[config.mk]
export PLATFORM = sky130hd
export DESIGN_NAME = min_delta_phi_pair_trigger_unit
export DESIGN_NICKNAME = d
export VERILOG_FILES = /design/src/hdl/mdp_pkg.sv /design/src/hdl/min_delta_phi_pair_trigger_unit.sv /design/src/hdl/mdp_cell.sv
export SDC_FILE = /design/constraint.sdc
export NUM_CORES = 2
export LEC_CHECK = 0
export BUFFER_PORTS_ARGS = -buffer_cell sky130_fd_sc_hd__buf_2
export CORE_MARGIN = 3
export CORE_UTILIZATION = 64
export DETAILED_ROUTE_END_ITERATION = 10
export PLACE_DENSITY = 0.82
export SETUP_SLACK_MARGIN = 0.05
export SLEW_MARGIN = 0
export SYNTH_ARGS = -nofsm -noshare
export SYNTH_HDL_FRONTEND = slang
export SYNTH_SLANG_ARGS = --single-unit
[constraint.sdc]
create_clock -name clk -period 8.2 [get_ports clk]
set_clock_uncertainty 0.1 [all_clocks]
set_input_delay 1.64 -clock clk [delete_from_list [all_inputs] [get_ports clk]]
set_output_delay 1.64 -clock clk [all_outputs]
set_load 0.01 [all_outputs]
[src/hdl/mdp_pkg.sv]
// Shared types and constants for the minimum delta-phi pair trigger.
// Used by mdp_cell and by the top level; depends on nothing else.

package mdp_pkg;

  // Field widths of the transactions and registers.
  localparam int ET_W       = 10;
  localparam int AZ_W       = 6;
  localparam int DIST_W     = 6;
  localparam int LEAD_W     = 5;
  localparam int WIN_W      = 4;
  localparam int DEC_W      = 3;
  localparam int THR_REGS   = 3;
  localparam int CFG_DATA_W = 10;
  localparam int CFG_IDX_W  = 3;

  // Configuration register indexes.
  localparam logic [CFG_IDX_W-1:0] CFG_LEAD_FIRST  = 3'd0;
  localparam logic [CFG_IDX_W-1:0] CFG_LEAD_SECOND = 3'd1;
  localparam logic [CFG_IDX_W-1:0] CFG_CUT_FIRST   = 3'd2;
  localparam logic [CFG_IDX_W-1:0] CFG_CUT_SECOND  = 3'd3;
  localparam logic [CFG_IDX_W-1:0] CFG_THR_ZERO    = 3'd4;
  localparam logic [CFG_IDX_W-1:0] CFG_THR_ONE     = 3'd5;
  localparam logic [CFG_IDX_W-1:0] CFG_THR_TWO     = 3'd6;

  // Token that walks the cell chain: one list-one object and its row minimum.
  typedef struct packed {
    logic              valid;
    logic              row_en;
    logic              found;
    logic [AZ_W-1:0]   phi;
    logic [DIST_W-1:0] best_dist;
  } mdp_tok_t;

endpackage

[src/hdl/min_delta_phi_pair_trigger_unit.sv]
// Top level of the minimum delta-phi pair trigger: object loading, row
// injection, the chain of mdp_cell instances and the final combiner.
// Depends on mdp_pkg and mdp_cell.

// Objects are taken one per clock while busy is low. The object marked
// end_of_event starts the pair scan, and busy stays high until its last row
// has left the chain: list-one objects enter a chain of MAX_OBJECTS cells
// (one per list-two slot) one per cycle, and each passes through the
// register of every cell. The result appears on the out_ ports, flagged by
// out_valid for exactly one cycle, in the first cycle that busy is low again.
// The receiver cannot stall it, and a new object may be started in that same
// cycle.

module min_delta_phi_pair_trigger_unit #(
  parameter int MAX_OBJECTS   = 16,
  parameter int PHI_BINS      = 64,
  parameter int NUM_DECISIONS = 3
) (
  input  logic                           clk,
  input  logic                           rst_n,
  input  logic                           start,
  output logic                           busy,
  input  logic                           in_list_select,
  input  logic [mdp_pkg::ET_W-1:0]       in_energy,
  input  logic [mdp_pkg::AZ_W-1:0]       in_azimuth,
  input  logic                           in_end_of_event,
  output logic                           out_valid,
  output logic [mdp_pkg::DEC_W-1:0]      out_decision_bits,
  output logic [mdp_pkg::DIST_W-1:0]     out_min_distance,
  output logic                           out_pair_found,
  output logic [mdp_pkg::WIN_W-1:0]      out_winner_first,
  output logic [mdp_pkg::WIN_W-1:0]      out_winner_second,
  input  logic                           cfg_we,
  input  logic [mdp_pkg::CFG_IDX_W-1:0]  cfg_index,
  input  logic [mdp_pkg::CFG_DATA_W-1:0] cfg_data
);
  import mdp_pkg::*;

  localparam int IDX_W = (MAX_OBJECTS > 1) ? $clog2(MAX_OBJECTS) : 1;
  localparam int CNT_W = $clog2(MAX_OBJECTS + 1);
  localparam int NW    = (CNT_W > LEAD_W) ? CNT_W : LEAD_W;
  localparam int ND    = (NUM_DECISIONS < THR_REGS) ? NUM_DECISIONS : THR_REGS;

  localparam logic ST_IDLE = 1'b0;
  localparam logic ST_SCAN = 1'b1;

  // Configuration registers.
  logic [LEAD_W-1:0] lead1_r, lead2_r;
  logic [ET_W-1:0]   cut1_r, cut2_r;
  logic [DIST_W-1:0] thr_r [THR_REGS];

  // Control state.
  logic             state_r;
  logic [CNT_W-1:0] fill1_r, fill2_r;
  logic [CNT_W-1:0] inj_cnt_r;
  logic [IDX_W-1:0] row_cnt_r;
  logic             out_valid_r;

  // List-one shift line.
  logic [ET_W-1:0] line_e_r   [MAX_OBJECTS];
  logic [AZ_W-1:0] line_phi_r [MAX_OBJECTS];

  // Chain wiring.
  mdp_tok_t         tok   [MAX_OBJECTS+1];
  logic [IDX_W-1:0] idx   [MAX_OBJECTS+1];
  logic [MAX_OBJECTS-1:0] wr2;
  logic [MAX_OBJECTS-1:0] slot_en;

  // Combiner and result.
  logic              g_found_r, g_found_nxt;
  logic [DIST_W-1:0] g_dist_r, g_dist_nxt;
  logic [IDX_W-1:0]  g_i_r, g_i_nxt;
  logic [IDX_W-1:0]  g_j_r, g_j_nxt;
  logic [DIST_W-1:0] thr_min;
  logic [DEC_W-1:0]  dec_nxt, dec_r;
  logic [DIST_W-1:0] mind_nxt, mind_r;
  logic [WIN_W-1:0]  win1_nxt, win1_r, win2_nxt, win2_r;
  logic              found_r;

  logic              accept, load1, load2, inject, consume, finish;
  logic [AZ_W-1:0]   phi_red;
  logic [NW-1:0]     n1, n2;

  assign busy   = (state_r == ST_SCAN);
  assign accept = start && !busy;
  assign load1  = accept && !in_list_select && (fill1_r < CNT_W'(MAX_OBJECTS));
  assign load2  = accept && in_list_select && (fill2_r < CNT_W'(MAX_OBJECTS));

  // Configuration writes.
  always_ff @(posedge clk) begin
    if (!rst_n) begin
      lead1_r  <= LEAD_W'(9);
      lead2_r  <= LEAD_W'(9);
      cut1_r   <= ET_W'(1);
      cut2_r   <= ET_W'(1);
      thr_r[0] <= '0;
      thr_r[1] <= '0;
      thr_r[2] <= '0;
    end else if (cfg_we) begin
      unique case (cfg_index)
        CFG_LEAD_FIRST:  lead1_r  <= cfg_data[LEAD_W-1:0];
        CFG_LEAD_SECOND: lead2_r  <= cfg_data[LEAD_W-1:0];
        CFG_CUT_FIRST:   cut1_r   <= cfg_data[ET_W-1:0];
        CFG_CUT_SECOND:  cut2_r   <= cfg_data[ET_W-1:0];
        CFG_THR_ZERO:    thr_r[0] <= cfg_data[DIST_W-1:0];
        CFG_THR_ONE:     thr_r[1] <= cfg_data[DIST_W-1:0];
        CFG_THR_TWO:     thr_r[2] <= cfg_data[DIST_W-1:0];
        default: begin
        end
      endcase
    end
  end

  // Fold the incoming phi bin into the ring by restoring subtraction.
  always_comb begin
    phi_red = in_azimuth;
    for (int k = 2; k >= 0; k--) begin
      if (int'(phi_red) >= (PHI_BINS << k)) begin
        phi_red = phi_red - AZ_W'(PHI_BINS << k);
      end
    end
  end

  // Number of leading objects actually scanned in each list.
  assign n1 = (NW'(lead1_r) < NW'(fill1_r)) ? NW'(lead1_r) : NW'(fill1_r);
  assign n2 = (NW'(lead2_r) < NW'(fill2_r)) ? NW'(lead2_r) : NW'(fill2_r);

  assign inject = (state_r == ST_SCAN) && (inj_cnt_r < CNT_W'(MAX_OBJECTS));

  // List-one line: written at the fill position, shifted toward the head
  // while rows are injected.
  for (genvar k = 0; k < MAX_OBJECTS; k++) begin : g_line
    always_ff @(posedge clk) begin
      if (load1 && (fill1_r[IDX_W-1:0] == IDX_W'(k))) begin
        line_e_r[k]   <= in_energy;
        line_phi_r[k] <= phi_red;
      end else if (inject) begin
        if (k < MAX_OBJECTS - 1) begin
          line_e_r[k]   <= line_e_r[(k + 1) % MAX_OBJECTS];
          line_phi_r[k] <= line_phi_r[(k + 1) % MAX_OBJECTS];
        end
      end
    end
  end

  // Row token entering the chain.
  always_comb begin
    tok[0].valid     = inject;
    tok[0].row_en    = (NW'(inj_cnt_r) < n1) && (line_e_r[0] > cut1_r);
    tok[0].found     = 1'b0;
    tok[0].phi       = line_phi_r[0];
    tok[0].best_dist = '0;
    idx[0]           = '0;
  end

  // Chain of list-two cells.
  for (genvar j = 0; j < MAX_OBJECTS; j++) begin : g_chain
    assign wr2[j]     = load2 && (fill2_r[IDX_W-1:0] == IDX_W'(j));
    assign slot_en[j] = NW'(j) < n2;

    mdp_cell #(
      .PHI_BINS (PHI_BINS),
      .IDX_W    (IDX_W)
    ) u_cell (
      .clk        (clk),
      .rst_n      (rst_n),
      .wr_en      (wr2[j]),
      .wr_energy  (in_energy),
      .wr_phi     (phi_red),
      .slot_en    (slot_en[j]),
      .cut        (cut2_r),
      .slot_index (IDX_W'(j)),
      .tok_i      (tok[j]),
      .idx_i      (idx[j]),
      .tok_o      (tok[j+1]),
      .idx_o      (idx[j+1])
    );
  end

  assign consume = (state_r == ST_SCAN) && tok[MAX_OBJECTS].valid;
  assign finish  = consume && (row_cnt_r == IDX_W'(MAX_OBJECTS - 1));

  // Rows leave the chain in order; strictly smaller keeps the first pair.
  always_comb begin
    g_found_nxt = g_found_r;
    g_dist_nxt  = g_dist_r;
    g_i_nxt     = g_i_r;
    g_j_nxt     = g_j_r;
    if (consume && tok[MAX_OBJECTS].found &&
        (!g_found_r || (tok[MAX_OBJECTS].best_dist < g_dist_r))) begin
      g_found_nxt = 1'b1;
      g_dist_nxt  = tok[MAX_OBJECTS].best_dist;
      g_i_nxt     = row_cnt_r;
      g_j_nxt     = idx[MAX_OBJECTS];
    end
  end

  // Smallest threshold in use, reported when no pair qualified.
  always_comb begin
    thr_min = thr_r[0];
    for (int k = 1; k < ND; k++) begin
      if (thr_r[k] < thr_min) begin
        thr_min = thr_r[k];
      end
    end
  end

  // Decision bits and result fields.
  always_comb begin
    dec_nxt  = '0;
    mind_nxt = thr_min;
    win1_nxt = '0;
    win2_nxt = '0;
    if (g_found_nxt) begin
      mind_nxt = g_dist_nxt;
      win1_nxt = WIN_W'(g_i_nxt);
      win2_nxt = WIN_W'(g_j_nxt);
      for (int k = 0; k < ND; k++) begin
        dec_nxt[k] = g_dist_nxt > thr_r[k];
      end
    end
  end

  // Sequencing of load and scan.
  always_ff @(posedge clk) begin
    if (!rst_n) begin
      state_r     <= ST_IDLE;
      fill1_r     <= '0;
      fill2_r     <= '0;
      inj_cnt_r   <= '0;
      row_cnt_r   <= '0;
      g_found_r   <= 1'b0;
      out_valid_r <= 1'b0;
    end else begin
      out_valid_r <= finish;
      if (load1) begin
        fill1_r <= fill1_r + CNT_W'(1);
      end
      if (load2) begin
        fill2_r <= fill2_r + CNT_W'(1);
      end
      if (inject) begin
        inj_cnt_r <= inj_cnt_r + CNT_W'(1);
      end
      if (consume) begin
        row_cnt_r <= row_cnt_r + IDX_W'(1);
      end
      if (accept && in_end_of_event) begin
        state_r   <= ST_SCAN;
        inj_cnt_r <= '0;
        row_cnt_r <= '0;
        g_found_r <= 1'b0;
      end else begin
        g_found_r <= g_found_nxt;
      end
      if (finish) begin
        state_r <= ST_IDLE;
        fill1_r <= '0;
        fill2_r <= '0;
      end
    end
  end

  // Running minimum and result payload.
  always_ff @(posedge clk) begin
    g_dist_r <= g_dist_nxt;
    g_i_r    <= g_i_nxt;
    g_j_r    <= g_j_nxt;
    if (finish) begin
      dec_r   <= dec_nxt;
      mind_r  <= mind_nxt;
      found_r <= g_found_nxt;
      win1_r  <= win1_nxt;
      win2_r  <= win2_nxt;
    end
  end

  assign out_valid         = out_valid_r;
  assign out_decision_bits = dec_r;
  assign out_min_distance  = mind_r;
  assign out_pair_found    = found_r;
  assign out_winner_first  = win1_r;
  assign out_winner_second = win2_r;

  // A result strobe never lasts longer than one cycle.
  a_strobe_single: assert property (@(posedge clk) disable iff (!rst_n)
    out_valid |=> !out_valid)
    else $error("result strobe held for more than one cycle");

  // The end of a scan always delivers its result.
  a_scan_ends_with_result: assert property (@(posedge clk) disable iff (!rst_n)
    ($fell(busy) && $past(rst_n)) |-> out_valid)
    else $error("scan finished without a result");

  // Tokens leave the chain only while a scan is running.
  a_tail_in_scan: assert property (@(posedge clk) disable iff (!rst_n)
    tok[MAX_OBJECTS].valid |-> (state_r == ST_SCAN))
    else $error("row token left the chain outside a scan");

  // The last object of an event starts a scan.
  a_eoe_starts_scan: assert property (@(posedge clk) disable iff (!rst_n)
    (start && !busy && in_end_of_event) |=> busy)
    else $error("end of event did not start the scan");

endmodule

[src/hdl/mdp_cell.sv]
// One cell of the pair-scan chain: holds one list-two object and updates
// the passing row token with its phi distance. Depends on mdp_pkg.

module mdp_cell #(
  parameter int PHI_BINS = 64,
  parameter int IDX_W    = 4
) (
  input  logic                     clk,
  input  logic                     rst_n,
  input  logic                     wr_en,
  input  logic [mdp_pkg::ET_W-1:0] wr_energy,
  input  logic [mdp_pkg::AZ_W-1:0] wr_phi,
  input  logic                     slot_en,
  input  logic [mdp_pkg::ET_W-1:0] cut,
  input  logic [IDX_W-1:0]         slot_index,
  input  mdp_pkg::mdp_tok_t        tok_i,
  input  logic [IDX_W-1:0]         idx_i,
  output mdp_pkg::mdp_tok_t        tok_o,
  output logic [IDX_W-1:0]         idx_o
);
  import mdp_pkg::*;

  localparam int PW = $clog2(PHI_BINS + 1);
  localparam int CW = (PW > AZ_W) ? PW : AZ_W;

  logic [ET_W-1:0]   energy_r;
  logic [AZ_W-1:0]   phi_r;
  logic [AZ_W-1:0]   diff;
  logic [CW-1:0]     diff_ext;
  logic [CW-1:0]     wrap;
  logic [DIST_W-1:0] pair_dist;
  logic              take;
  mdp_tok_t          tok_nxt;
  logic [IDX_W-1:0]  idx_nxt;
  mdp_tok_t          tok_r;
  logic [IDX_W-1:0]  idx_r;

  // Stored list-two object, written at most once per event.
  always_ff @(posedge clk) begin
    if (wr_en) begin
      energy_r <= wr_energy;
      phi_r    <= wr_phi;
    end
  end

  // Circular distance: the shorter way around the ring of phi bins.
  always_comb begin
    diff      = (tok_i.phi >= phi_r) ? (tok_i.phi - phi_r) : (phi_r - tok_i.phi);
    diff_ext  = CW'(diff);
    wrap      = CW'(PHI_BINS) - diff_ext;
    pair_dist = (diff_ext < wrap) ? diff : wrap[DIST_W-1:0];
  end

  // Strictly smaller wins, so the earliest pair is kept on a tie.
  always_comb begin
    take = tok_i.valid && tok_i.row_en && slot_en && (energy_r > cut) &&
           (!tok_i.found || (pair_dist < tok_i.best_dist));
    tok_nxt = tok_i;
    idx_nxt = idx_i;
    if (take) begin
      tok_nxt.found     = 1'b1;
      tok_nxt.best_dist = pair_dist;
      idx_nxt           = slot_index;
    end
  end

  // Hand the token to the next cell.
  always_ff @(posedge clk) begin
    if (!rst_n) begin
      tok_r <= '0;
    end else begin
      tok_r <= tok_nxt;
    end
  end

  always_ff @(posedge clk) begin
    idx_r <= idx_nxt;
  end

  assign tok_o = tok_r;
  assign idx_o = idx_r;

endmodule
==> run_results.csv <==
group,metric,value,unit
outcome,status,"finished, final reports clean",
die,io_pins,55,
cts,cts_root_buffer,"clkbuf_16",
sta,layout_min_cycle_time,6.09,ns
route,wl_per_cell,19.1,µm
setup_path,worstPathArrival,6.49,ns
yosys,ys_async_sr_fraction,0,
sta,relSlewSlack,0.218,
yosys,synth_top_cells_by_area,"edfxtp_1, dfxtp_1, ha_1, a21o_1, inv_1",
yosys,synth_most_common_cell,"edfxtp_1",
route,via_count,32982,
worst_hold_path,holdCritStartpoint,"g_chain[11].u_cell.idx_o[3]$_SDFF_PP1_",
die,core-area,0.0746,mm²
cts,clkTransAtPathRegs,0.06,ns
cts,cts_buffers,91,
route,wl,106,mm
yosys,yosys_warnings,0,
pwr,power_per_cell_area,195,mW/mm²
yosys,synth_flop_cell,"edfxtp_1",
sta,holdWs,0.302,ns
pwr,cellLeakagePower,22.5,nW
setup_path,regToRegSetupSlack,2.11,ns
route,antenna_left,0,
yosys,synth_area,0.0483,mm²
setup_path,path_delay_family,"compound AO/OA/AOI/OAI gates",
cts,clock_sinks,896,
yosys,yosysTopAreaCellShare,0.341,
setup_path,path_class,"reg -> reg",
cts,clk_latency,0.67,ns
setup_path,cp-end-kind,"flip-flop",
cts,post-cts-setup-buffers,0,
yosys,yosysTopAreaCell,"edfxtp_1",
pwr,irDropWorstVdd,0.000207,V
placement,detailed_place_hpwl,71.3,mm
global_routing,overflow,0,
worst_hold_path,whs_path_depth,1,
route,first_pass_iters,5,
yosys,ys_types,90,
die,row_count,100,
setup_path,startpoint_type,"flip-flop",
global_routing,antenna_found_initial,6,
setup_path,crit_fanout,7,
setup_path,crit_path_max_incr_delay,0.45,ns
yosys,synth_edf_count,548,
cells_and_area,nNetsFinal,5098,
placement,port_buffers,54,
setup_path,path_buf_inv,3,
sta,worstMarginPinSlew,1.17,ns
sta,tns,0,ns
setup_path,worstPathRequired,8.59,ns
sta,grt_setup_unrepaired,"no",
yosys,synth-seq-cells,896,
global_routing,grt_max_degree,241,
yosys,synthCells,4426,
cells_and_area,seq_area,0.0234,mm²
die,die_area,0.0788,mm²
setup_path,rr_startpoint,"g_chain[2].u_cell.tok_o[6]$_SDFF_PN0_",
yosys,yosys-top-cells-count,"edfxtp_1, ha_1, inv_1",
placement,finalWeightedCongestion,0.856,
cts,hold_buffers,0,
die,start_util,0.648,
cells_and_area,fillerInstances,5147,
cts,h-tree-depth,3,
yosys,syn_nets,5033,
route,avgViaCountPerCell,5.95,
cts,cts_tree,"done",
worst_hold_path,hp-class,"reg -> reg",
setup_path,cpMaxStageDelayCell,"fa_1",
cells_and_area,drive_above_1_share,0.0828,
cts,cts-resized-gates,0,
job,maxCapViolCount,0,
sta,final_hold_viol_count,0,
yosys,ys_seq_area_frac,0.485,
sta,slew_viol_final,0,
route,dr.first_iter.drc_count,2483,
global_routing,grt_pass1_wl,170,mm
die,die_y,281,µm
setup_path,rr_endpoint,"g_chain[3].u_cell.tok_o[5]$_SDFF_PN0_",
die,die_w,281,µm
sta,fmax,164,MHz
global_routing,grt_pass1_vias,32804,
cts,cts_buffer_depth,3,
route,route.detailed.drc,0,
worst_hold_path,hold_end,"g_chain[12].u_cell.idx_o[3]$_SDFF_PP1_",
sta,setup_viol,0,
cells_and_area,area_growth,9.90,%
global_routing,grt_use_total,0.268,
cells_and_area,multi_input_area,0.0226,mm²
sta,fin_crit_sh,0.743,
yosys,synth.avg_cell_area,10.9,µm²
setup_path,worst-path-stages,28,
setup_path,r2r_cells,28,
[cells in the final DEF (no fill, tap or decap), types with 52 or more instances in the layout]
| cell | instances |
|---|---|
| edfxtp_1 | 548 |
| nor2b_1 | 80 |
| o21ai_0 | 114 |
| a21o_1 | 322 |
| mux2i_1 | 126 |
| dfxtp_1 | 348 |
| clkbuf_16 | 99 |
| and2_1 | 96 |
| nand4_1 | 61 |
| inv_1 | 471 |
| nand2_1 | 207 |
| nand3_1 | 52 |
| nand2b_1 | 76 |
| ha_1 | 540 |
| buf_2 | 53 |
| buf_4 | 56 |
| nor2_1 | 331 |
| o21a_1 | 53 |
| a21oi_1 | 218 |
[layer usage]
layer  vias to the layer above  wire length [µm]  part of all wire  global-route usage
met2                       923             50300              0.48               0.456
met5                         -                27           0.00026                   0
met1                     15905             45400              0.43               0.352
met3                       255              6510             0.062              0.0420
met4                         4              3460             0.033              0.0938
li1                      15895                 -                 -                   -
[through the flow]
step                      total power [mW]  cell area (µm²)  std cells  setup slack, ns  utilization
after global routing                  10.6            53100       5536             1.58        0.712
after global placement                5.81            49700       5367             2.24        0.666
after floorplan                       5.60            48300       4426             2.39            -
after detailed placement              5.84            49700       5367             2.18        0.666
after CTS                             10.4            53100       5536             2.13        0.711
final                                 10.3            53100       5539             2.11        0.712
[logic make-up (layout without fill, tap and decap cells)]
family          count (synthesis)  in the layout  share of synthesized area
compound gates               1014           1014                      0.146
mux                           191            191                     0.0413
fa+ha+maj                     572            572                      0.153
flops                         896            896                      0.485
other cells                     0              3                          0
xor+xnor                       75             75                     0.0139
simple gates                 1068           1068                      0.113
buf+inv                       610            751                     0.0480
[worst max-delay path by stage]
| stage | from | endpoint |
|---|---|---|
| after global placement | g_chain[13].u_cell.tok_o[6]$_SDFF_PN0_ | g_chain[14].u_cell.tok_o[5]$_SDFF_PN0_ |
| after CTS | g_chain[2].u_cell.tok_o[6]$_SDFF_PN0_ | g_chain[3].u_cell.tok_o[5]$_SDFF_PN0_ |
| after global routing | g_chain[2].u_cell.tok_o[6]$_SDFF_PN0_ | g_chain[3].u_cell.tok_o[5]$_SDFF_PN0_ |
| final | g_chain[2].u_cell.tok_o[6]$_SDFF_PN0_ | g_chain[3].u_cell.tok_o[5]$_SDFF_PN0_ |
| after floorplan | g_chain[10].u_cell.tok_o[6]$_SDFF_PN0_ | g_chain[11].u_cell.tok_o[3]$_SDFF_PN0_ |
| after detailed placement | g_chain[10].u_cell.tok_o[6]$_SDFF_PN0_ | g_chain[11].u_cell.tok_o[5]$_SDFF_PN0_ |
[sequential cells by signal (all words and copies together), names as in the netlist, 18 cells and up]
name and count:
g_chain.u_cell.energy_r 160, g_chain.u_cell.idx_o 49, g_chain.u_cell.phi_r 96, g_chain.u_cell.tok_o 233, line_e_r 160, line_phi_r 96, thr_r 18
[cell type report]
type                    instances  share of cell area
inverters                     472              0.0335
repair buffers                110              0.0133
clock inverters                46              0.0129
diodes                          3            0.000141
multi-input cells            2920               0.425
well taps                     969              0.0228
flip-flops and latches        896               0.441
clock buffers                 123              0.0505
[power breakdown]
part / switching [mW] / leakage, nW / internal (mW)
sequential: 0.0423 / 7.83 / 4.90
combinational: 0.507 / 13.0 / 0.310
clock: 1.83 / 1.65 / 2.73
Power figures use the tool's default switching activity.
